[config.mk]
export PLATFORM = sky130hd
export DESIGN_NAME = rar_ctrl
export DESIGN_NICKNAME = d
export VERILOG_FILES = /design/src/sv/rar_pkg.sv /design/src/sv/rar_ctrl.sv
export SDC_FILE = /design/constraint.sdc
export NUM_CORES = 1
export LEC_CHECK = 0
export BUFFER_PORTS_ARGS = -buffer_cell sky130_fd_sc_hd__buf_2
export CAP_MARGIN = 20
export CORE_AREA = 2 2 39 41
export CTS_CLUSTER_SIZE = 40
export DETAILED_ROUTE_END_ITERATION = 16
export DIE_AREA = 0 0 41 43
export PLACE_DENSITY = 0.67
export SLEW_MARGIN = 20
export SYNTH_ARGS = -nofsm -noshare
export SYNTH_HDL_FRONTEND = slang
export SYNTH_SLANG_ARGS = --single-unit
[constraint.sdc]
create_clock -name clk -period 2.5 [get_ports clk]
set_input_delay 0.375 -clock clk [delete_from_list [all_inputs] [get_ports clk]]
set_output_delay 0.375 -clock clk [all_outputs]
set_load 0.02 [all_outputs]
[src/sv/rar_pkg.sv]
// shared types and constants for the rational arithmetic and reduction block
package rar_pkg;

    localparam int OPERAND_WIDTH_DEF = 16;
    localparam int PROD_WIDTH        = 32;
    localparam int SHIFT_WIDTH       = $clog2(PROD_WIDTH);
    localparam int DIV_CNT_WIDTH     = $clog2(PROD_WIDTH);

    typedef enum logic [1:0] {
        OP_ADD = 2'd0,
        OP_SUB = 2'd1,
        OP_MUL = 2'd2,
        OP_DIV = 2'd3
    } op_t;

    typedef enum logic [1:0] {
        MUL_P1 = 2'd0,
        MUL_P2 = 2'd1,
        MUL_P3 = 2'd2
    } mul_phase_t;

    typedef enum logic [2:0] {
        ST_IDLE  = 3'd0,
        ST_MUL1  = 3'd1,
        ST_MUL2  = 3'd2,
        ST_MUL3  = 3'd3,
        ST_SETUP = 3'd4,
        ST_GCD   = 3'd5,
        ST_DIV   = 3'd6,
        ST_FIN   = 3'd7
    } state_t;

    typedef struct packed {
        logic       load_in;
        logic       mul_en;
        mul_phase_t mul_phase;
        logic       setup;
        logic       gcd_step;
        logic       div_init;
        logic       div_step;
        logic       out_load;
    } cmd_t;

    typedef struct packed {
        logic skip;
        logic gcd_done;
    } status_t;

endpackage

[src/sv/rar_ctrl.sv]
// controller: sequences multiply, gcd and divide phases, owns handshakes
module rar_ctrl (
    input  logic              clk,
    input  logic              rst_n,
    input  logic              in_valid,
    output logic              in_ready,
    output logic              out_valid,
    input  logic              out_ready,
    output rar_pkg::cmd_t     cmd,
    input  rar_pkg::status_t  status
);

    localparam int CW = rar_pkg::DIV_CNT_WIDTH;
    localparam logic [CW-1:0] DIV_LAST = CW'(rar_pkg::PROD_WIDTH - 1);

    rar_pkg::state_t state_reg, state_next;
    logic [CW-1:0]   div_cnt_reg, div_cnt_next;
    logic            out_valid_reg, out_valid_next;
    logic            out_free;

    assign out_free  = !out_valid_reg || out_ready;
    assign out_valid = out_valid_reg;

    // next state
    always_comb
    begin
        state_next = state_reg;
        unique case (state_reg)
            rar_pkg::ST_IDLE:  if (in_valid) state_next = rar_pkg::ST_MUL1;
            rar_pkg::ST_MUL1:  state_next = rar_pkg::ST_MUL2;
            rar_pkg::ST_MUL2:  state_next = rar_pkg::ST_MUL3;
            rar_pkg::ST_MUL3:  state_next = rar_pkg::ST_SETUP;
            rar_pkg::ST_SETUP: state_next = status.skip ? rar_pkg::ST_FIN : rar_pkg::ST_GCD;
            rar_pkg::ST_GCD:   if (status.gcd_done) state_next = rar_pkg::ST_DIV;
            rar_pkg::ST_DIV:   if (div_cnt_reg == DIV_LAST) state_next = rar_pkg::ST_FIN;
            rar_pkg::ST_FIN:   if (out_free) state_next = rar_pkg::ST_IDLE;
            default:           state_next = rar_pkg::ST_IDLE;
        endcase
    end

    // outputs
    always_comb
    begin
        cmd            = '0;
        cmd.mul_phase  = rar_pkg::MUL_P1;
        in_ready       = 1'b0;
        div_cnt_next   = '0;
        unique case (state_reg)
            rar_pkg::ST_IDLE:
            begin
                in_ready    = 1'b1;
                cmd.load_in = in_valid;
            end
            rar_pkg::ST_MUL1:
            begin
                cmd.mul_en    = 1'b1;
                cmd.mul_phase = rar_pkg::MUL_P1;
            end
            rar_pkg::ST_MUL2:
            begin
                cmd.mul_en    = 1'b1;
                cmd.mul_phase = rar_pkg::MUL_P2;
            end
            rar_pkg::ST_MUL3:
            begin
                cmd.mul_en    = 1'b1;
                cmd.mul_phase = rar_pkg::MUL_P3;
            end
            rar_pkg::ST_SETUP:
            begin
                cmd.setup = 1'b1;
            end
            rar_pkg::ST_GCD:
            begin
                cmd.div_init = status.gcd_done;
                cmd.gcd_step = !status.gcd_done;
            end
            rar_pkg::ST_DIV:
            begin
                cmd.div_step = 1'b1;
                div_cnt_next = div_cnt_reg + CW'(1);
            end
            rar_pkg::ST_FIN:
            begin
                cmd.out_load = out_free;
            end
            default:
            begin
                in_ready = 1'b0;
            end
        endcase
        out_valid_next = cmd.out_load ? 1'b1 : (out_ready ? 1'b0 : out_valid_reg);
    end

    always_ff @(posedge clk or negedge rst_n)
    begin
        if (!rst_n)
        begin
            state_reg     <= rar_pkg::ST_IDLE;
            div_cnt_reg   <= '0;
            out_valid_reg <= 1'b0;
        end
        else
        begin
            state_reg     <= state_next;
            div_cnt_reg   <= div_cnt_next;
            out_valid_reg <= out_valid_next;
        end
    end

    // divider count only runs inside the divide phase
    a_cnt_idle: assert property (@(posedge clk) disable iff (!rst_n)
        state_reg != rar_pkg::ST_DIV |-> div_cnt_reg == '0)
        else $error("divide counter nonzero outside divide phase");

    // a new result appears only from the finish state
    a_out_src: assert property (@(posedge clk) disable iff (!rst_n)
        $rose(out_valid_reg) |-> $past(state_reg) == rar_pkg::ST_FIN)
        else $error("result valid raised outside finish state");

    // an accepted request starts the multiply phase
    a_accept: assert property (@(posedge clk) disable iff (!rst_n)
        in_valid && in_ready |=> state_reg == rar_pkg::ST_MUL1)
        else $error("accepted request did not start multiply phase");

    // finish state never leaves without loading the output register
    a_fin: assert property (@(posedge clk) disable iff (!rst_n)
        state_reg == rar_pkg::ST_FIN && state_next == rar_pkg::ST_IDLE |=> out_valid_reg)
        else $error("finish left without a result");

endmodule

Word-level counts from Yosys, hierarchy flattened
Index checks and enable logic that the tools add are counted.
{ "op_classes": {"addsub": 1, "n_mul": 0, "div_mod_pow": 0, "magnitude_cmp": 0, "eq_ne": 12, "shifts": 0, "n_mux": 16, "bitwise": 0, "n_reduce_logical": 6} }
{ "ops": {"columns": ["cell", "count"], "rows": [
  ["one-hot mux 3 bit (8 select lines)", 1],
  ["== test 3 bit (second input constant)", 4],
  ["two-way mux 3 bit", 4],
  ["one-hot mux 3 bit (3 select lines)", 1],
  ["!= test 2 bit (second input constant)", 4],
  ["two-way mux 1 bit", 7],
  ["== test 3 x 2 -> 1 bit (second input constant)", 2],
  ["adder 5 x 1 -> 5 bit (second input constant)", 1],
  ["== test 5 bit (second input constant)", 1],
  ["two-way mux 5 bit", 1],
  ["two-way mux 2 bit", 2],
  ["AND reduction 4 bit", 1],
  ["== test 3 x 1 -> 1 bit (second input constant)", 1],
  ["logical NOT 3 bit", 1],
  ["logical NOT 1 bit", 2],
  ["nonzero test 2 bit", 1],
  ["logical OR 1 bit", 1]
]} }
{ "totals": {"regBits": 9, "latch_bits": 0, "mem_bits_rw": 0, "mem_bits_ro": 0, "inputBits": 6, "output_inout_bits": 11, "wordCells": 38, "mem_count": 0} }

Logic depth before layout (Yosys ltp)
Gate-level depths: netlist of run 1.
{ "depth": {"word_depth": 4, "depth_mapped": 5, "mapped_depth_nobuf": 5} }

Least setup slack after synthesis of run 1
OpenSTA, ideal clock, no wires.
{ "synth_timing": {"kind": "reg-to-output", "start": "register state_reg[0]", "end": "output cmd[8] (netlist name)", "arrival_time_ns": 1.364, "setup_slack_ns": 0.761, "stages_incl_launch_ff": 4, "n_path_buf": 1, "path_cell_list": "dfrtp_1 -> buf_4 -> nor3_1 -> and2_1"} }
{ "synth_rtl": {"columns": ["element", "line", "rtl"], "rows": [
  ["start: declaration", "rar_ctrl.sv:16", "rar_pkg::state_t state_reg, state_next;"],
  ["start signal: assignment", "rar_ctrl.sv:99", "state_reg <= rar_pkg::ST_IDLE;"],
  ["start signal: assignment", "rar_ctrl.sv:105", "state_reg <= state_next;"],
  ["end: declaration", "rar_ctrl.sv:9", "output rar_pkg::cmd_t cmd,"]
]} }

==> impl_results.md, run 1 <==
* Worst hold slack at 0.4456 ns
* Max_cap viols at 0
* H-tree depth at 1
* Register area share after synthesis at 0.4412
* Data required, critical path at 2.12 ns
* CTS Buf Count at 3
* Antenna violations before repair at 0
* Critical R2R Capture: div_cnt_reg[4]
* CTS resizes at 0
* DR vias at 412
* Avg WL per Cell at 11.28 um
* RSZ-0062 raised after global routing: false
* Worst skew pair latency at 0.26 ns
* Final Hold Viols at 0
* Layout cells sized above 1 at 0.3333
* Die area at 0.001763 sq mm
* Total Routed Length at 959 um
* # hold bufs at CTS at 1
* FILL cells at 150
* DR DRC count at 0
* CTS sink cnt at 9
* Cell family contributing the most delay on the critical path: flip-flops
* Fin. max-slew vios at 0
* Clock root buffer: clkbuf_4
* Final net count at 78
* Clock transition at path regs at 0.06 ns
* Drt initial violations at 5
* Cells after Synth at 52
* ANT nets after route at 0
* Grt total ovfl at 0
* Outcome: finished clean
* Max IR drop VDD at 444.3 uV
* Critical path's largest stage delay at 0.58 ns
* Mapped Area at 510.5 sq um
* Die width at 41 um
* Setup TNS at 0 ns
* Slew @ Worst Pin at 0.3939 ns
* CTS tree: yes
* Area of the core at 0.001384 sq mm
* Site row count at 14
* WP buf/inv at 2
* Min-delay src: out_ready
* DPL Wire Length at 713.1 um
* DR pass1 iterations at 3
* Gr usage total at 0.1312
* Startpoint types: flop
* Netlist cell types at 27
* Max clock buf depth at 2
* Pwr per Cell Area at 1156 mW/mm^2
* CP arrival at 1.38 ns
* Worst reg2reg path depth at 4
* WHS Path Cells at 3
* Worst path slowest cell: dfrtp_1
* Met2 global-route usage at 0.1875
* First-pass GRT wire length at 1552 um
* Top Ports at 17
* Final Cycle Share at 0.7017
* Port Buffers at 16
* Largest fanout on the critical path at 15
* Slew Limit Headroom at 0.7374
* Die Y at 43 um
* Setup Skew at 0.001867 ns
* # setup viols final at 0
* Critical Path Sink Type: output pin
* Synth Net Count at 60
* Vias in the first global route at 366
* Area grow syn2layout at 20.10%
* Busiest grt layer: met2
* Fin crit period at 1.754 ns
* Max reg flops at 5
* Core Util, Final at 0.4430
* Leak pwr at 0.3292 nW
* CP Cell Sequence: nand3b_1 -> inv_1 -> buf_2
* Peak Freq at 570.0 MHz
* Endpoint, Worst Hold: out_valid
* Routability Congestion at 0.6356
* Ant diodes at 0
* M1 GR Usage at 0.1711
* Reg2reg start: div_cnt_reg[0]
* HP Class: in2reg
* GR Layer Usage met3 at 0.01571
* Critical path class: reg2out
* Synth Warn # at 0
* Avg Cell Area, Syn at 9.817 sq um
* #FFs+latches synth at 9
* Largest net degree at the start of global routing at 16
* DR vias/cell at 4.847
* Initial Util at 0.3689
* Setup Buffers After CTS at 0
* Register-to-Register Setup Slack at 1.19 ns
metal layers:
layer  share of wire  wire length [um]
met5               0                 0
met4           0.024                23
met3           0.079                76
met2            0.46               438
met1            0.44               419
logic make-up after synthesis:
kind of cell	synth area share
DFF	0.4412
and+or+nand+nor	0.2893
adders and majority gates	0.04901
xor gates and xnor gates	0.03432
buffers and inverters	0.08086
AOI/OAI and AO/OA	0.1054
metrics by stage:
step | instance area (sq um) | cells | worst slack (ns) | total power, W
3_5_place_dp | 576.8 | 80 | 1.027 | 0.0006058
6_report | 613.1 | 85 | 0.7457 | 0.0007087
2_1_floorplan | 510.5 | 52 | 0.7612 | 0.0005507
3_3_place_gp | 576.8 | 80 | 1.077 | 0.0006008
4_1_cts | 613.1 | 85 | 0.7326 | 0.0007211
5_1_grt | 613.1 | 85 | 0.6130 | 0.0007760
worst max-delay path by stage:
| stage | start | end | cells past startpoint |
|---|---|---|---|
| 6_report | state_reg[1] | cmd[1] | 3 |
| 4_1_cts | state_reg[1] | cmd[1] | 3 |
| 5_1_grt | state_reg[1] | cmd[1] | 3 |
| 2_1_floorplan | state_reg[0] | cmd[8] | 3 |
| 3_5_place_dp | state_reg[1] | cmd[1] | 3 |
| 3_3_place_gp | state_reg[1] | cmd[1] | 3 |
worst register-to-register path, cell delays in order (launching register included):
cell and delay, ns:
dfrtp_1 0.39, ha_1 0.23, and3_1 0.18, ha_1 0.26
and2_1 0.14
report_power, final:
part | internal [W] | leakage, nW | switching (W) | total, W
logic | 0.000135 | 0.198 | 0.000196 | 0.000331
registers | 0.000189 | 0.117 | 0.0000805 | 0.000270
clock network | 0.0000612 | 0.0150 | 0.0000465 | 0.000108
placed cells by master (no fill, tap or decap), drive strengths merged:
cell type / count
buf: 16
dfrtp: 9
nor2: 8
clkbuf: 4
and2: 3
a21oi: 3
nor3: 2
nand3: 2
o21ai: 2
ha: 2
inv: 2
nand3b: 1
nand2: 1
nor3b: 1
xor2: 1
xnor2: 1
and4b: 1
nor2b: 1
and3: 1
nor4b: 1
and2b: 1
or2b: 1
o221ai: 1
nand2b: 1
o21bai: 1
a211oi: 1
dlygate4sd3: 1
cell usage after synthesis:
| library cell | instances | share of area |
|---|---|---|
| a211oi_2 | 1 | 0.025 |
| a21oi_1 | 3 | 0.029 |
| and2_1 | 3 | 0.037 |
| and2b_1 | 1 | 0.015 |
| and3_1 | 1 | 0.012 |
| and4b_2 | 1 | 0.022 |
| buf_4 | 3 | 0.044 |
| buf_6 | 1 | 0.022 |
| dfrtp_1 | 9 | 0.44 |
| ha_1 | 2 | 0.049 |
| inv_1 | 1 | 0.0073 |
| inv_2 | 1 | 0.0073 |
| nand2_1 | 1 | 0.0073 |
| nand2b_1 | 1 | 0.012 |
| nand3_1 | 2 | 0.020 |
| nand3b_1 | 1 | 0.015 |
| nor2_1 | 8 | 0.059 |
| nor2b_1 | 1 | 0.012 |
| nor3_1 | 2 | 0.020 |
| nor3b_1 | 1 | 0.015 |
| nor4b_2 | 1 | 0.029 |
| o21ai_0 | 2 | 0.020 |
| o21bai_1 | 1 | 0.015 |
| o221ai_1 | 1 | 0.017 |
| or2b_1 | 1 | 0.015 |
| xnor2_1 | 1 | 0.017 |
| xor2_1 | 1 | 0.017 |
area by class of cell:
type	instances	area, sq um	area share
inverters	2	7.507	0.01224
multi-input cells	37	244.0	0.3980
flip-flops and latches	9	225.2	0.3673
clock buffers	4	26.28	0.04286
repair buffers	17	90.09	0.1469
well taps	16	20.02	0.03265
Note: power is estimated with default switching activity, not from simulation.
==> inputs of run 2 (changes only) <==
PLACE_DENSITY = 0.7   (was 0.67)
clock period = 1.61 ns   (was 2.5 ns; I/O delays follow)
==> run 2 against run 1 <==
Effect of this change:
- power increased by 61%
- combinational power increased by 62%
- clock skew increased by 0.0042 ns
- count of clock-buffer cells in the layout unchanged
- global-route usage decreased by 0.88 points
- clock power increased by 56%
- wire length decreased by 6.0%
- final cell count increased by 1.2%
==> impl_results.md, run 2 (synthesis results as in run 1) <==
* Outcome: finished clean
* Startpoint types: flop
* Reg2reg start: div_cnt_reg[0]
* CP Launch Point: state_reg[2]
* Total Routed Length at 901 um (-6.0%)
* Die area at 0.001763 sq mm (unchanged)
* Critical Path Sink Type: output pin
* Multi-input gate area at 249.0 sq um (+2.1%)
* Seq. cell area at 229.0 sq um (+1.7%)
* Combinational power share at 0.470 (+0.003)
* Leak pwr at 0.3315 nW (+0.69%)
* Power share of the sequential group at 0.383 (+0.002)
* CTS tree: yes
* CP Cell Sequence: inv_2 -> nor4b_2 -> buf_2
* Min-delay src: out_ready
* CTS Buf Count at 3 (unchanged)
* Fin. max-slew vios at 0 (unchanged)
* Largest net degree at the start of global routing at 16 (unchanged)
* Gr usage total at 0.1224 (-0.008782)
* Antenna violations before repair at 0 (unchanged)
* Slew Limit Headroom at 0.8339 (+0.09646)
* Initial Util at 0.3689 (unchanged)
* Peak Freq at 674.2 MHz
* Area grow syn2layout at 23.28%
* DR vias/cell at 4.826 (-0.44%)
* Largest fanout on the critical path at 8 (-7)
* Die Y at 43 um (unchanged)
* Most frequent cells in the layout: buf_2, nor2_1, dfrtp_1
* Internal cell power at 0.0006255 W (+62%)
* Setup Skew at 0.006038 ns (+0.004171 ns)
* First-pass GRT wire length at 1345 um (-13%)
* Final Hold Viols at 0 (unchanged)
* NetSw at 0.0005135 W (+59%)
* DR pass1 iterations at 2 (-1)
* Tot Pwr at 0.001139 W (+61%)
* Clock transition at path regs at 0.06 ns (about the same)
* DPL Wire Length at 678.8 um (-4.8%)
* Pwr per Cell Area at 1810 mW/mm^2 (+57%)
* Vias in the first global route at 337 (-7.9%)
* Critical path class: reg2out
* Top Ports at 17 (unchanged)
* Final Cycle Share at 0.9213
* Sw Share at 0.4508 (-0.005247)
* Clock root buffer: clkbuf_4
* Site row count at 14 (unchanged)
* Core Util, Final at 0.4548 (+0.01175)
* CP arrival at 1.24 ns (-0.14 ns)
* Fin crit period at 1.483 ns
* Commonest non-fill, non-tap cell in the layout: buf_2
* FILL cells at 144 (-4.0%)
* DR vias at 415 (+0.73%)
* Clock power frac at 0.147 (-0.005)
* Die width at 41 um (unchanged)
* HP Class: in2reg
* Routability Congestion at 0.6440 (+1.3%)
* DR DRC count at 0 (unchanged)
* Setup TNS at 0 ns (unchanged)
* Port Buffers at 16 (unchanged)
* Grt total ovfl at 0 (unchanged)
* ANT nets after route at 0 (unchanged)
* Layout cells sized above 1 at 0.4000 (+0.06667)
* Critical path's largest stage delay at 0.44 ns (-0.14 ns)
* # setup viols final at 0 (unchanged)
* Data required, critical path at 1.37 ns (-0.75 ns)
* Area of the core at 0.001384 sq mm (unchanged)
* H-tree depth at 1 (unchanged)
* RSZ-0062 raised after global routing: false
* CTS sink cnt at 9 (unchanged)
* Slew @ Worst Pin at 0.2487 ns (-0.1452 ns)
* Worst path slowest cell: dfrtp_2
* Ant diodes at 0 (unchanged)
* Worst skew pair latency at 0.26 ns (about the same)
* Avg WL per Cell at 10.48 um (-7.1%)
* Max_cap viols at 0 (unchanged)
* Final net count at 79 (+1.3%)
* Max reg flops at 5 (unchanged)
* Max IR drop VDD at 711.8 uV (+60%)
* Drt initial violations at 1 (-4)
* Max clock buf depth at 2 (unchanged)
run 2: changes by cell type in the layout (fill, tap and decap cells not counted):
cell,before,now
nor3_2,0,1
dfrtp_2,0,3
dfrtp_1,9,6
nor3_1,2,1
buf_4,0,1
run 2: timing repair:
item                                    CTS  global route
endpoints found under the setup margin    0             4
hold buffers                              1             0
buffers inserted                          0             0
gates resized for setup                   0             4
endpoints found under the hold margin     9             0
run 2: routing by layer:
metal | GRT usage | up-vias | routed length [um]
met4 | 0.1400 | 0 | 40
met5 | 0 | - | 0
met2 | 0.1719 | 15 | 419
met3 | 0.01571 | 4 | 60
li1 | - | 212 | -
met1 | 0.1390 | 184 | 380
run 2: worst paths after layout:
check	to	slack, ns	cells after the start
worst max-delay path	cmd[3]	0.13	3
worst min-delay path	out_valid	0.32	3
worst max register to register	div_cnt_reg[4]	0.31	4
worst min register to register	div_cnt_reg[0]	0.46	1
max in group asynchronous	state_reg[0]	1.05	2
min in group asynchronous	div_cnt_reg[0]	0.36	2
run 2: power by group through the flow:
stage / clock [W] / sequential, W / combinational [W]
floorplan: 0 / 0.000353 / 0.000502
global placement: 0 / 0.000417 / 0.000532
detailed placement: 0 / 0.000424 / 0.000538
CTS: 0.000176 / 0.000420 / 0.000542
global route: 0.000190 / 0.000450 / 0.000599
finish: 0.000168 / 0.000436 / 0.000535
run 2: metrics by stage:
step                instance area (sq um)  hold slack [ns]  setup slack [ns]  std cells
floorplan                           510.5         -0.05409          0.004658         52
global placement                    584.3          0.09751            0.3227         81
detailed placement                  584.3           0.1008            0.3154         81
CTS                                 620.6           0.3112           0.03536         86
global route                        629.4           0.3175           0.02900         86
finish                              629.4           0.3160            0.1267         86
run 2: cell type report:
cell class | count | share of cell area
multi-input combinational | 37 | 0.3956
tap | 16 | 0.03181
sequential | 9 | 0.3638
inverter | 2 | 0.01193
timing repair buffer | 18 | 0.1551
clock buffer | 4 | 0.04175
run 2: worst max-delay path: cells and delay by family, from the launching register on:
| kind | cells | cell delay [ns] |
|---|---|---|
| buffers and inverters | 2 | 0.29 |
| AND/OR/NAND/NOR | 1 | 0.26 |
| flip-flops | 1 | 0.44 |
==> inputs of run 3 (changes only) <==
--- a/config.mk
+++ b/config.mk
@@ -12,4 +12,5 @@
 export DETAILED_ROUTE_END_ITERATION = 16
 export DIE_AREA = 0 0 41 43
+export GPL_ROUTABILITY_DRIVEN = 0
 export PLACE_DENSITY = 0.7
 export SLEW_MARGIN = 20
==> constraint.sdc (replaced) <==
create_clock -name clk -period 1.61 [get_ports clk]
set_input_delay 0.0805 -clock clk [delete_from_list [all_inputs] [get_ports clk]]
set_output_delay 0.0805 -clock clk [all_outputs]
set_load 0.02 [all_outputs]
==> run 3 against run 2 <==
Effect of this change:
- design area is 2.4% lower
- combinational power is 4% lower
- clock power hardly changed
- wire length is 1.4% higher
- critical path type unchanged
- critical endpoint is now cmd[1]
- largest cell class unchanged
- largest power group unchanged
==> impl_results.md, run 3 (synthesis results as in run 1) <==
* Worst path slowest cell: dfrtp_1
* Clock root buffer: clkbuf_4
* Antenna violations before repair at 0 (unchanged)
* Setup Buffers After CTS at 0 (unchanged)
* Max reg flops at 5 (unchanged)
* Area grow syn2layout at 20.34%
* Top Ports at 17 (unchanged)
* Ant diodes at 0 (unchanged)
* Slew Limit Headroom at 0.7750 (-0.05886)
* Worst skew pair latency at 0.26 ns (about the same)
* H-tree depth at 1 (unchanged)
* Final Cycle Share at 0.8940 (-0.02733)
* Drt initial violations at 5 (+4)
* RSZ-0062 raised after global routing: false
* Initial Util at 0.3689 (unchanged)
* Met2 global-route usage at 0.1875 (+0.01563)
* CP Cell Sequence: nand3b_1 -> inv_1 -> buf_2
* Pwr per Cell Area at 1806 mW/mm^2 (-0.23%)
* Port Buffers at 16 (unchanged)
* Die area at 0.001763 sq mm (unchanged)
* Largest fanout on the critical path at 14 (+6)
* Most frequent cells in the layout: buf_2, nor2_1, dfrtp_1
* Final net count at 78 (-1.3%)
* DR vias at 407 (-1.9%)
* Largest net degree at the start of global routing at 16 (unchanged)
* Grt total ovfl at 0 (unchanged)
* M1 GR Usage at 0.1497 (+0.01068)
* Critical path class: reg2out
* Total Routed Length at 914 um (+1.4%)
* DR pass1 iterations at 3 (+1)
* Fin crit period at 1.439 ns (-0.04400 ns)
* Area of the core at 0.001384 sq mm (unchanged)
* HP Class: in2reg
* Gr usage total at 0.1216 (-0.0008964)
* Busiest grt layer: met2
* Dpl ws at 0.3159 ns (+0.0004560 ns)
* Critical Path Sink Type: output pin
* Fin. max-slew vios at 0 (unchanged)
* ANT nets after route at 0 (unchanged)
* GR Layer Usage met3 at 0.01571 (unchanged)
* Data required, critical path at 1.53 ns (+0.16 ns)
* Avg WL per Cell at 10.75 um (+2.6%)
* Peak Freq at 694.8 MHz (+3.1%)
* Setup Skew at 0.003854 ns (-0.002184 ns)
* WHS Path Cells at 3 (unchanged)
* Critical path's largest stage delay at 0.50 ns (+0.06 ns)
* Worst Slack Setup Final at 0.1707 ns (+0.04400 ns)
* First-pass GRT wire length at 1400 um (+4.1%)
* # setup viols final at 0 (unchanged)
* Worst reg2reg path depth at 4 (unchanged)
* DR DRC count at 0 (unchanged)
* Max IR drop VDD at 564.6 uV (-21%)
* Site row count at 14 (unchanged)
* Max clock buf depth at 2 (unchanged)
* CTS Buf Count at 3 (unchanged)
* Layout cells sized above 1 at 0.3478 (-0.05217)
* Leak pwr at 0.3282 nW (-0.98%)
* Worst hold slack at 0.1780 ns (-0.1379 ns)
* Commonest non-fill, non-tap cell in the layout: buf_2
* Outcome: finished clean
* Slew @ Worst Pin at 0.3375 ns (+0.08880 ns)
* DR vias/cell at 4.788 (-0.77%)
* CTS tree: yes
* CP arrival at 1.36 ns (+0.12 ns)
* Die Y at 43 um (unchanged)
* Clock transition at path regs at 0.06 ns (about the same)
* Die width at 41 um (unchanged)
* Setup TNS at 0 ns (unchanged)
* Startpoint types: flop
* Vias in the first global route at 330 (-2.1%)
* Final Hold Viols at 0 (unchanged)
* CTS sink cnt at 9 (unchanged)
* Max_cap viols at 0 (unchanged)
==> run 3: cell types whose count changed in the layout (fill, tap and decap cells not counted) <==
cell / previous run / this run
nor3_2: 1 / 0
dfrtp_2: 3 / 1
nor3_1: 1 / 2
dfrtp_1: 6 / 8
buf_4: 1 / 0
==> run 3: cell type report <==
cell class	count	area, sq um
timing repair buffer	17	90.09
sequential	9	226.5
clock buffer	4	26.28
inverter	2	7.507
tap	16	20.02
multi-input combinational	37	244.0
fill	140	769.5
==> run 3: timing repair <==
action                     CTS  global route
setup endpoints to repair    0             1
hold endpoints to repair     9             0
hold buffers                 1             0
resized for setup            0             1
==> run 3: per-stage QoR <==
step           std cells   power, W  cell area, sq um    util
2_1_floorplan         52  0.0008551             510.5       -
3_3_place_gp          80  0.0009314             576.8  0.4168
3_5_place_dp          80  0.0009445             576.8  0.4168
4_1_cts               85   0.001125             613.1  0.4430
5_1_grt               85   0.001210             614.3  0.4439
6_report              85   0.001109             614.3  0.4439
==> run 3: final timing paths <==
kind	end	slack (ns)	from
hold / removal	out_valid	0.18	out_ready
setup reg to reg	div_cnt_reg[4]	0.32	div_cnt_reg[0]
hold reg to reg	div_cnt_reg[0]	0.46	div_cnt_reg[0]
setup / recovery	cmd[1]	0.17	state_reg[0]
min in group asynchronous	div_cnt_reg[3]	0.20	rst_n
max in group asynchronous	state_reg[1]	1.22	rst_n
==> run 3: worst max-delay path, delay by kind of cell, from the launching register on <==
kind	cells	cell delay (ns)
buffers and inverters	2	0.30
AND/OR/NAND/NOR	1	0.31
flip-flops	1	0.50
==> run 3: metal layers <==
metal,wire length (um),up-vias,part of all wire
li1,-,211,-
met1,403,179,0.44
met2,430,15,0.47
met3,59,2,0.065
met4,21,0,0.023
met5,0,-,0
==> run 3: report_power, final <==
part	total [W]	switching [W]	leakage [nW]	internal, W
Sequential	0.000423	0.000126	0.116	0.000297
Clock	0.000170	0.0000749	0.0150	0.0000952
Combinational	0.000516	0.000306	0.198	0.000210
